[src/rtl/xte_pkg.sv]
// Package: shared types and constants of the XML text escaper.
package xte_pkg;

  localparam int unsigned ExpMax       = 6;
  localparam int unsigned CntW         = 3;
  localparam logic [15:0] CapReset     = 16'd1024;
  localparam logic [16:0] StopMargin   = 17'd7;
  localparam int unsigned QDepthDef    = 2;

  localparam logic [7:0] ChAmp  = 8'h26;
  localparam logic [7:0] ChLt   = 8'h3C;
  localparam logic [7:0] ChHash = 8'h23;
  localparam logic [7:0] ChSemi = 8'h3B;
  localparam logic [7:0] ChZero = 8'h30;
  localparam logic [7:0] ChTab  = 8'h09;
  localparam logic [7:0] ChLf   = 8'h0A;
  localparam logic [7:0] ChCr   = 8'h0D;
  localparam logic [7:0] ChSpc  = 8'h20;

  // One classified item: the bytes it emits, how many, and the stop flag.
  typedef struct packed {
    logic [ExpMax-1:0][7:0] bytes;
    logic [CntW-1:0]        cnt;
    logic                   stop;
  } xte_job_t;

endpackage

[src/rtl/xte_if.sv]
// Interfaces: input byte channel and escaped output channel.
interface xte_in_if;
  logic       valid;
  logic       ready;
  logic [7:0] in_byte;
  logic       string_start;
  modport source(output valid, in_byte, string_start, input ready);
  modport sink(input valid, in_byte, string_start, output ready);
endinterface

interface xte_out_if;
  logic       valid;
  logic       ready;
  logic [7:0] out_byte;
  logic       run_last;
  logic       capacity_reached;
  modport source(output valid, out_byte, run_last, capacity_reached, input ready);
  modport sink(input valid, out_byte, run_last, capacity_reached, output ready);
endinterface

[src/rtl/xml_text_escaper_unit.sv]
// XML text escaper top level: front end, item queue and back end.
// An accepted input beat passes through the item queue and the back end output register.
// Throughput: one output beat per cycle while out_o.ready holds; an input byte
// expanding to N bytes holds the back end for N beats; the queue fills, stalls input.
// Plain bytes and dropped bytes go at one per cycle while the queue has room.
// Reset: count and stop flag clear, capacity returns to 1024, queue empties.
module xml_text_escaper_unit #(
  parameter int unsigned QDepth = xte_pkg::QDepthDef
) (
  input  logic        clk_i,
  input  logic        rst_ni,
  input  logic        cfg_we_i,
  input  logic [15:0] cfg_wdata_i,
  xte_in_if.sink      in_i,
  xte_out_if.source   out_o
);
  import xte_pkg::*;

  logic     q_ready, q_push, q_pop, head_valid;
  xte_job_t push_job, head_job;

  xte_front u_front (
    .clk_i       (clk_i),
    .rst_ni      (rst_ni),
    .cfg_we_i    (cfg_we_i),
    .cfg_wdata_i (cfg_wdata_i),
    .in_i        (in_i),
    .q_ready_i   (q_ready),
    .q_push_o    (q_push),
    .q_job_o     (push_job)
  );

  xte_fifo #(.Depth(QDepth)) u_fifo (
    .clk_i        (clk_i),
    .rst_ni       (rst_ni),
    .push_i       (q_push),
    .push_job_i   (push_job),
    .ready_o      (q_ready),
    .pop_i        (q_pop),
    .head_valid_o (head_valid),
    .head_job_o   (head_job)
  );

  xte_back u_back (
    .clk_i        (clk_i),
    .rst_ni       (rst_ni),
    .head_valid_i (head_valid),
    .head_job_i   (head_job),
    .pop_o        (q_pop),
    .out_o        (out_o)
  );

endmodule

[src/rtl/xte_front.sv]
// Front end: accepts input beats, expands them and keeps the per-string count.
module xte_front (
  input  logic             clk_i,
  input  logic             rst_ni,
  input  logic             cfg_we_i,
  input  logic [15:0]      cfg_wdata_i,
  xte_in_if.sink           in_i,
  input  logic             q_ready_i,
  output logic             q_push_o,
  output xte_pkg::xte_job_t q_job_o
);
  import xte_pkg::*;

  logic [15:0] cap_q, cap_d;
  logic [15:0] bw_q, bw_d;
  logic        stop_q, stop_d;

  logic [ExpMax-1:0][7:0] exp_bytes;
  logic [CntW-1:0]        exp_n;
  logic [7:0]             x;
  logic [1:0]             hund;
  logic [6:0]             rem;
  logic [13:0]            tprod;
  logic [3:0]             tens;
  logic [3:0]             ones;

  logic [15:0] bw_eff;
  logic        stop_eff;
  logic [16:0] bw_p1;
  logic [16:0] room;
  logic [CntW-1:0] cnt;
  logic [16:0] bw_new;
  logic        accept;

  assign x = in_i.in_byte;

  // decimal digits for bytes above 127
  always_comb begin
    hund  = (x >= 8'd200) ? 2'd2 : 2'd1;
    rem   = (x >= 8'd200) ? 7'(x - 8'd200) : 7'(x - 8'd100);
    tprod = 14'(rem) * 14'd103;
    tens  = 4'(tprod >> 10);
    ones  = 4'(rem - 7'(tens) * 7'd10);
  end

  always_comb begin
    exp_bytes = '0;
    exp_n     = '0;
    priority if (x == ChLt) begin
      exp_bytes[0] = ChAmp; exp_bytes[1] = 8'h6C; exp_bytes[2] = 8'h74;
      exp_bytes[3] = ChSemi;
      exp_n = 3'd4;
    end else if (x == ChAmp) begin
      exp_bytes[0] = ChAmp; exp_bytes[1] = 8'h61; exp_bytes[2] = 8'h6D;
      exp_bytes[3] = 8'h70; exp_bytes[4] = ChSemi;
      exp_n = 3'd5;
    end else if (x[7]) begin
      exp_bytes[0] = ChAmp; exp_bytes[1] = ChHash;
      exp_bytes[2] = ChZero + 8'(hund);
      exp_bytes[3] = ChZero + 8'(tens);
      exp_bytes[4] = ChZero + 8'(ones);
      exp_bytes[5] = ChSemi;
      exp_n = 3'd6;
    end else if (x == ChTab) begin
      exp_bytes[0] = ChAmp; exp_bytes[1] = ChHash;
      exp_bytes[2] = ChZero + 8'd9; exp_bytes[3] = ChSemi;
      exp_n = 3'd4;
    end else if (x == ChLf || x == ChCr) begin
      exp_bytes[0] = ChAmp; exp_bytes[1] = ChHash;
      exp_bytes[2] = ChZero + 8'd1;
      exp_bytes[3] = (x == ChLf) ? ChZero : ChZero + 8'd3;
      exp_bytes[4] = ChSemi;
      exp_n = 3'd5;
    end else if (x < ChSpc) begin
      exp_n = '0;
    end else begin
      exp_bytes[0] = x;
      exp_n = 3'd1;
    end
  end

  // count and stop check
  always_comb begin
    bw_eff   = in_i.string_start ? '0 : bw_q;
    stop_eff = in_i.string_start ? 1'b0 : stop_q;
    bw_p1    = {1'b0, bw_eff} + 17'd1;
    room     = ({1'b0, cap_q} > bw_p1) ? ({1'b0, cap_q} - bw_p1) : '0;
    cnt      = (room >= 17'(exp_n)) ? exp_n : CntW'(room);
    bw_new   = {1'b0, bw_eff} + 17'(cnt);
  end

  assign in_i.ready = q_ready_i;
  assign accept     = in_i.valid && in_i.ready;
  assign q_push_o   = accept && !stop_eff && (cnt != '0);

  always_comb begin
    q_job_o.bytes = exp_bytes;
    q_job_o.cnt   = cnt;
    q_job_o.stop  = (bw_new + StopMargin) >= {1'b0, cap_q};
  end

  always_comb begin
    cap_d  = cfg_we_i ? cfg_wdata_i : cap_q;
    bw_d   = bw_q;
    stop_d = stop_q;
    if (accept) begin
      if (stop_eff) begin
        bw_d   = bw_eff;
        stop_d = stop_eff;
      end else begin
        bw_d   = bw_new[15:0];
        stop_d = q_job_o.stop;
      end
    end
  end

  always_ff @(posedge clk_i or negedge rst_ni) begin
    if (!rst_ni) begin
      cap_q  <= CapReset;
      bw_q   <= '0;
      stop_q <= 1'b0;
    end else begin
      cap_q  <= cap_d;
      bw_q   <= bw_d;
      stop_q <= stop_d;
    end
  end

endmodule

[src/rtl/xte_fifo.sv]
// Short queue of classified items between front and back end.
module xte_fifo #(
  parameter int unsigned Depth = xte_pkg::QDepthDef
) (
  input  logic              clk_i,
  input  logic              rst_ni,
  input  logic              push_i,
  input  xte_pkg::xte_job_t push_job_i,
  output logic              ready_o,
  input  logic              pop_i,
  output logic              head_valid_o,
  output xte_pkg::xte_job_t head_job_o
);
  import xte_pkg::*;

  localparam int unsigned PtrW = (Depth > 1) ? $clog2(Depth) : 1;
  localparam int unsigned CntQW = $clog2(Depth + 1);

  xte_job_t          mem_q [Depth];
  logic [PtrW-1:0]   wr_q, wr_d, rd_q, rd_d;
  logic [CntQW-1:0]  cnt_q, cnt_d;
  logic              do_push, do_pop;

  assign ready_o      = (cnt_q != CntQW'(Depth));
  assign head_valid_o = (cnt_q != '0);
  assign head_job_o   = mem_q[rd_q];
  assign do_push      = push_i && ready_o;
  assign do_pop       = pop_i && head_valid_o;

  always_comb begin
    wr_d  = wr_q;
    rd_d  = rd_q;
    cnt_d = cnt_q;
    if (do_push) wr_d = (wr_q == PtrW'(Depth - 1)) ? '0 : wr_q + 1'b1;
    if (do_pop)  rd_d = (rd_q == PtrW'(Depth - 1)) ? '0 : rd_q + 1'b1;
    if (do_push && !do_pop) cnt_d = cnt_q + 1'b1;
    else if (do_pop && !do_push) cnt_d = cnt_q - 1'b1;
  end

  always_ff @(posedge clk_i or negedge rst_ni) begin
    if (!rst_ni) begin
      wr_q  <= '0;
      rd_q  <= '0;
      cnt_q <= '0;
    end else begin
      wr_q  <= wr_d;
      rd_q  <= rd_d;
      cnt_q <= cnt_d;
    end
  end

  always_ff @(posedge clk_i) begin
    if (do_push) mem_q[wr_q] <= push_job_i;
  end

endmodule

[src/rtl/xte_back.sv]
// Back end: walks the expansion of the head item, one output beat per cycle while out_o.ready holds.
module xte_back (
  input  logic              clk_i,
  input  logic              rst_ni,
  input  logic              head_valid_i,
  input  xte_pkg::xte_job_t head_job_i,
  output logic              pop_o,
  xte_out_if.source         out_o
);
  import xte_pkg::*;

  logic [CntW-1:0] idx_q, idx_d;
  logic            valid_q, valid_d;
  logic [7:0]      byte_q;
  logic            last_q;
  logic            stop_q;
  logic            load;
  logic            is_last;

  assign load    = head_valid_i && (!valid_q || out_o.ready);
  assign is_last = (idx_q == head_job_i.cnt - 1'b1);
  assign pop_o   = load && is_last;

  always_comb begin
    idx_d   = idx_q;
    valid_d = valid_q;
    if (load) begin
      valid_d = 1'b1;
      idx_d   = is_last ? '0 : idx_q + 1'b1;
    end else if (out_o.ready) begin
      valid_d = 1'b0;
    end
  end

  always_ff @(posedge clk_i or negedge rst_ni) begin
    if (!rst_ni) begin
      idx_q   <= '0;
      valid_q <= 1'b0;
    end else begin
      idx_q   <= idx_d;
      valid_q <= valid_d;
    end
  end

  always_ff @(posedge clk_i) begin
    if (load) begin
      byte_q <= head_job_i.bytes[idx_q];
      last_q <= is_last;
      stop_q <= head_job_i.stop;
    end
  end

  assign out_o.valid            = valid_q;
  assign out_o.out_byte         = byte_q;
  assign out_o.run_last         = last_q;
  assign out_o.capacity_reached = stop_q;

endmodule
[src/flat_wrapper.sv]
// flat-port wrapper written by rule: the top's interface ports become plain ports
module xml_text_escaper_unit_flat import xte_pkg::*;
#(
  parameter int unsigned QDepth = xte_pkg::QDepthDef
)
  (clk_i, rst_ni, cfg_we_i, cfg_wdata_i, in_i_valid, in_i_in_byte, in_i_string_start, in_i_ready, out_o_valid, out_o_out_byte, out_o_run_last, out_o_capacity_reached, out_o_ready);
  xte_in_if in_i_i ();
  xte_out_if out_o_i ();
  input  logic clk_i;
  input  logic rst_ni;
  input  logic cfg_we_i;
  input  logic [15:0] cfg_wdata_i;
  input wire logic [$bits(in_i_i.valid)-1:0] in_i_valid;
  input wire logic [$bits(in_i_i.in_byte)-1:0] in_i_in_byte;
  input wire logic [$bits(in_i_i.string_start)-1:0] in_i_string_start;
  output wire logic [$bits(in_i_i.ready)-1:0] in_i_ready;
  output wire logic [$bits(out_o_i.valid)-1:0] out_o_valid;
  output wire logic [$bits(out_o_i.out_byte)-1:0] out_o_out_byte;
  output wire logic [$bits(out_o_i.run_last)-1:0] out_o_run_last;
  output wire logic [$bits(out_o_i.capacity_reached)-1:0] out_o_capacity_reached;
  input wire logic [$bits(out_o_i.ready)-1:0] out_o_ready;
  assign in_i_i.valid = in_i_valid;
  assign in_i_i.in_byte = in_i_in_byte;
  assign in_i_i.string_start = in_i_string_start;
  assign in_i_ready = in_i_i.ready;
  assign out_o_valid = out_o_i.valid;
  assign out_o_out_byte = out_o_i.out_byte;
  assign out_o_run_last = out_o_i.run_last;
  assign out_o_capacity_reached = out_o_i.capacity_reached;
  assign out_o_i.ready = out_o_ready;
  xml_text_escaper_unit #(.QDepth(QDepth)) u_core (.clk_i(clk_i), .rst_ni(rst_ni), .cfg_we_i(cfg_we_i), .cfg_wdata_i(cfg_wdata_i), .in_i(in_i_i), .out_o(out_o_i));
endmodule
[config.mk]
export PLATFORM = sky130hd
export DESIGN_NAME = xml_text_escaper_unit_flat
export DESIGN_NICKNAME = d
export VERILOG_FILES = /design/src/rtl/xte_pkg.sv /design/src/rtl/xte_if.sv /design/src/rtl/xml_text_escaper_unit.sv /design/src/rtl/xte_front.sv /design/src/rtl/xte_fifo.sv /design/src/rtl/xte_back.sv /design/src/flat_wrapper.sv
export SDC_FILE = /design/constraint.sdc
export NUM_CORES = 1
export LEC_CHECK = 0
export ABC_AREA = 1
export BUFFER_PORTS_ARGS = -buffer_cell sky130_fd_sc_hd__buf_2
export CAP_MARGIN = 25
export CELL_PAD_IN_SITES_DETAIL_PLACEMENT = 1
export CELL_PAD_IN_SITES_GLOBAL_PLACEMENT = 1
export CORE_MARGIN = 3
export CORE_UTILIZATION = 45
export CTS_BUF_LIST = sky130_fd_sc_hd__clkbuf_4
export CTS_CLUSTER_SIZE = 10
export DETAILED_ROUTE_END_ITERATION = 10
export PLACE_DENSITY = 0.87
export SYNTH_ARGS = -nofsm -noshare
export SYNTH_HDL_FRONTEND = slang
export SYNTH_HIERARCHICAL = 1
export SYNTH_SLANG_ARGS = --single-unit
[constraint.sdc]
create_clock -name clk_i -period 7.05 [get_ports clk_i]
set_input_delay 1.0575 -clock clk_i [delete_from_list [all_inputs] [get_ports clk_i]]
set_output_delay 1.0575 -clock clk_i [all_outputs]
set_load 0.005 [all_outputs]
=== Word level (Yosys, flattened, before mapping) ===
Memory sizes are Yosys's and may differ from the RTL's.
Cells that the tools add are included.

* Bits in writable memories: 104
* Word-level logic and storage cells: 99
* Register bits: 51
* Input port bits: 30
* Memories kept: 1

{| class="wikitable"
|+ Memories
! name !! words !! width !! rd ports !! clocked after memory_dff !! wr ports !! line !! text
|-
| u_core.u_fifo.mem_q || 2 || 52 || 1 || 0 || 1 || xte_fifo.sv:19 || <nowiki>xte_job_t mem_q [Depth];</nowiki>
|}

* Reductions and logical operators: 19
* Multiply operators: 2
* $add $sub $neg: 16
* Mux-type cells: 37
* Equal/unequal tests: 7
* Order comparisons: 6

{| class="wikitable"
|+ Operators with widths
! operator !! count
|-
| $mux 32 || 2
|-
| $mux 16 || 3
|-
| $mux 40 || 1
|-
| $mux 39 || 1
|-
| $mux 30 || 1
|-
| $bmux 8 s3 || 1
|-
| $eq 8x4->1 const B || 3
|-
| $mux 3 || 7
|-
| $mux 7 || 3
|-
| $mux 6 || 3
|-
| $add 16x1->17 const B || 1
|-
| $add 16x3->17 || 1
|-
| $add 17x3->17 const B || 1
|-
| $ge 17x16->1 || 1
|-
| $ge 17x3->1 || 1
|-
| $gt 16x17->1 || 1
|-
| $mux 17 || 1
|-
| $sub 16x17->17 || 1
|-
| $eq 8x6->1 const B || 2
|-
| $add 6x4->7 const A || 2
|-
| $mul 7x7->14 const B || 1
|-
| $sub 7x7->7 const B || 2
|-
| $logic_and 1x1->1 || 9
|-
| $mux 1 || 9
|-
| other kinds (19) || 29
|}

=== Logic depth before layout (Yosys ltp) ===
* Depth after elaboration: 16
* Gate-level depth with buffers: 56
* Gate-level depth less buffers: 56

=== Modules after synthesis ===
Netlist, hierarchy kept.

{| class="wikitable"
|+ By module, submodules not included
! module !! times used !! area an instance (um^2) !! sequential area each (um^2) !! cells an instance
|-
| xte_front || 1 || 5826.8 || 827.0 || 905
|-
| xte_fifo || 1 || 4038.9 || 3223.1 || 300
|-
| xte_back || 1 || 1073.5 || 400.4 || 159
|}

=== Worst setup path after synthesis ===
OpenSTA, ideal clock, no wires.

* Path type: input-to-reg
* Start point: input in_i_string_start
* End point: memory u_core/u_fifo/mem_q[0][0] (netlist name) (data pin)
* Stages: 54
* Setup time: 0.257 ns
* Arrival time: 7.366 ns
* Data required time: 6.793 ns
* Slack: -0.573 ns
* Cell sequence: nor2_2 inv_1 nor3_1 nand3_1 nor2_1 nand2_1 xor2_1 ha_1 nand2_1 nor2_1 inv_1 nor3_1 nand3_1 nor2_2 a21oi_4 nand2_1 inv_1 ha_1 [... 18 more ...] nor2_2 nand3_1 inv_1 nand4_1 nor2_1 xnor2_1 inv_1 ha_1 nand2_1 nor2_1 a211oi_1 nand2_1 nand2_1 nand2_1 nand2_1 nand2_1 nor2_1 inv_1

{| class="wikitable"
|+ RTL lines
! item !! line !! text
|-
| start, declared || flat_wrapper.sv:15 || <nowiki>input wire logic [$bits(in_i_i.string_start)-1:0] in_i_string_start;</nowiki>
|-
| end, declared || xte_fifo.sv:19 ||
|}

==> impl_metrics.ini <==
[setup_path]
path_class = primary input to flop
critPathSlowestCell = ha_1
critical_path.endpoint_type = flop
crit_path_start_kind = primary input
critPathTopFamily = simple AND/OR/NAND/NOR gates
worstPathMaxFanout = 5
critical_path_required_ps = 7400
worst_ep_arrival_time_ps = 8690
critical-path-top-cell-by-count = nand2_1
critPathBufInv = 12
critical_path.max_stage_delay_ps = 320

[timing]
maxClockFrequency_mhz = 120
setup-violations-final = 3
maxSlewHeadroom = 0.458
hold_viol_final = 0
post-route-worst-setup-slack_ps = -1290
layout_worst_path_cycle_share = 1.18
tightestPinTransition_ps = 813
finalSetupTns_ps = -3860
rsz_0062_raised_after_global_routing = yes
min_period_ps = 8340
fin_worst_skew_ps = 36.4
holdWs_ps = 507
report.final.slew_viol_count = 0

[power]
ir_drop_mv = 0.181
p_leak_uw = 0.00681
power_density_nw_per_um2 = 357
power.total_uw = 4850

[yosys]
most_common_cell_in_the_synthesized_netlist = nand2_1
synthDistinctLibCells = 48
synth-warning-count = 6
asyncSetResetFlopFracSynth = 0.265
netlist_top_cells_count = 446 x nand2_1, 204 x inv_1, 114 x edfxtp_1
synth.cell_area_um2 = 10900
postSynth.topFlopCell = edfxtp_1
netlist_instances = 1364
yosysTopAreaCell = edfxtp_1
yosysSeqAreaShare = 0.407
synth_area_per_cell_um2 = 8.02
synth_enable_flop_cells = 114
synth_top_area_share = 0.313
yosys_register_bits = 155
post_synth_main_area_contributors = edfxtp_1 31%, nand2_1 15%, ha_1 10%, dfrtp_1 9.2%, inv_1 7.0%

[floorplanning]
num_io_pins = 42
die_width_um = 162
core-area_um2 = 23700
placementRows = 56
floorplan.initialDensity = 0.462
floorplan.die_area_um2 = 26200
chipHeight_um = 162

[outcome]
violations = setup timing
outcome = finished, violations left

[cts]
path_clk_slew_ps = 180
clk_root_buffer_cell = clkbuf_4
clk_path_buf_depth = 2
latest_clock_arrival_within_the_worst_skew_pair_ps = 590
cts-hold-fix-buffers = 0
tritoncts = done
cts-buffers-inserted = 17
cts_sinks = 155
clock_tree.htree_level_count = 4

[grt]
number_of_antenna_violations_at_the_first_check_in_global_routing = 1
first_global_vias = 11700
pin_count_of_the_biggest_net_entering_global_routing = 54
grt_first_pass_wirelength_mm = 63.2
global_route.usage.total = 0.310
grt_overflow_total = 0

[route]
totalWireLength_mm = 45.3
dr.first_iter.drc_count = 858
route.detailed.drc = 0
detailroute.via_count = 11100
drtPass1Iterations = 7
routed_via_density = 5.79
drt-wirelength-per-cell_um = 23.7
postRouteAntennaNets = 0

[placement]
placedInstanceArea_um2 = 12500
pre_cts_slack_ps = -1200
hpwlAfterDp_mm = 25.5
placement.io_buffers = 41
gp_congestion = 0.916

[layout]
fill_cells = 2951
final_cell_area_um2 = 13600
post_route_cells_drive_above_1_share = 0.258
area.growth.synth_to_final_pct = 24.1
finalNetCount = 1710

[job]
drv_cap = 0

[hold_path]
timing.hold.worst.class = primary input to async pin
## cells by family (layout without fill, tap and decap cells)
| logic type | count (synthesis) | after routing | synth area share |
|---|---|---|---|
| other cells | 1 | 11 | 0.000343 |
| buf+inv | 262 | 482 | 0.108 |
| xor+xnor | 53 | 53 | 0.0445 |
| simple gates | 671 | 671 | 0.256 |
| fa+ha+maj | 100 | 100 | 0.122 |
| compound gates | 122 | 122 | 0.0623 |
| flops | 155 | 155 | 0.407 |
## layout by cell type, fill, tap and decap left out, types with 13 or more instances in the layout
cell type,n
a21oi_1,27
buf_2,40
buf_4,191
clkbuf_4,17
dfrtp_1,39
edfxtp_1,114
ha_1,78
inv_1,191
inv_2,18
nand2_1,426
nand2_2,23
nand3_1,41
nand4_1,15
nor2_1,91
nor2_2,13
nor2_4,19
o21ai_0,46
o21ai_1,24
xnor2_1,14
xor2_1,33
## report_power, final
group | leakage, µW | total [µW] | internal [µW] | switching [µW]
registers | 0.00156 | 1390 | 1260 | 128
clock network | 0.000152 | 584 | 189 | 395
logic | 0.00510 | 2870 | 1010 | 1860
## worst register-to-register path, delay by kind of cell, from the launching register on
kind	cells	cell delay [ps]
adders and majority gates	5	1270
buffers and inverters	11	1470
AOI/OAI and AO/OA	3	620
and+or+nand+nor	33	3650
xor gates and xnor gates	2	560
DFF	1	430
## state kept, by name (all words and copies together) (netlist names)
register                              cells
u_core/u_back/idx_q                       3
u_core/u_fifo/wr_q                        1
u_core/u_back/out_o.capacity_reached      1
u_core/u_front/cap_q                     16
u_core/u_front/bw_q                      16
u_core/u_back/out_o.valid                 1
u_core/u_back/out_o.run_last              1
u_core/u_fifo/cnt_q                       2
u_core/u_back/out_o.out_byte              8
u_core/u_fifo/mem_q                     104
u_core/u_fifo/rd_q                        1
u_core/u_front/stop_q                     1
## layout make-up
| type | count | area [µm²] | share of cell area |
|---|---|---|---|
| Tap cell | 319 | 399 | 0.0294 |
| Antenna cell | 1 | 2.50 | 0.000184 |
| Clock buffer | 17 | 128 | 0.00940 |
| Timing Repair Buffer | 237 | 1730 | 0.127 |
| Clock inverter | 15 | 155 | 0.0114 |
| Sequential cell | 155 | 4450 | 0.328 |
| Multi-Input combinational cell | 956 | 5900 | 0.435 |
| Inverter | 213 | 815 | 0.0600 |
## metal layers
metal,wire length (µm),vias up,GRT usage
met5,0,-,0
met4,3930,0,0.181
met3,2860,294,0.0569
met2,22600,619,0.577
met1,15900,5430,0.323
li1,-,4728,-
## stage by stage
stage | utilization | instances
global placement | 0.528 | 1836
finish | 0.573 | 1913
global route | 0.573 | 1913
CTS | 0.565 | 1905
detailed placement | 0.528 | 1836
floorplan | - | 1373
## what timing repair did
| item | CTS | global route |
|---|---|---|
| gates resized for setup | 75 | 31 |
| buffers inserted | 38 | 7 |
| endpoints found under the setup margin | 3 | 5 |
| pin swaps | 56 | 46 |
## final timing paths
check	start	end	slack, ps	cells after the start
worst min-delay path	rst_ni	u_core/u_front/cap_q[14]	510	2
min in group clk_i	u_core/u_fifo/cnt_q[0]	u_core/u_fifo/cnt_q[0]	530	1
worst min register to register	u_core/u_fifo/cnt_q[0]	u_core/u_fifo/cnt_q[0]	530	1
max in group asynchronous	rst_ni	u_core/u_fifo/rd_q	6070	2
worst max-delay path	in_i_string_start	u_core/u_fifo/mem_q[0][0]	-1290	54
worst max register to register	u_core/u_front/bw_q[0]	u_core/u_fifo/mem_q[0][0]	-1170	54
No activity file was read; power rests on OpenSTA's default activity.
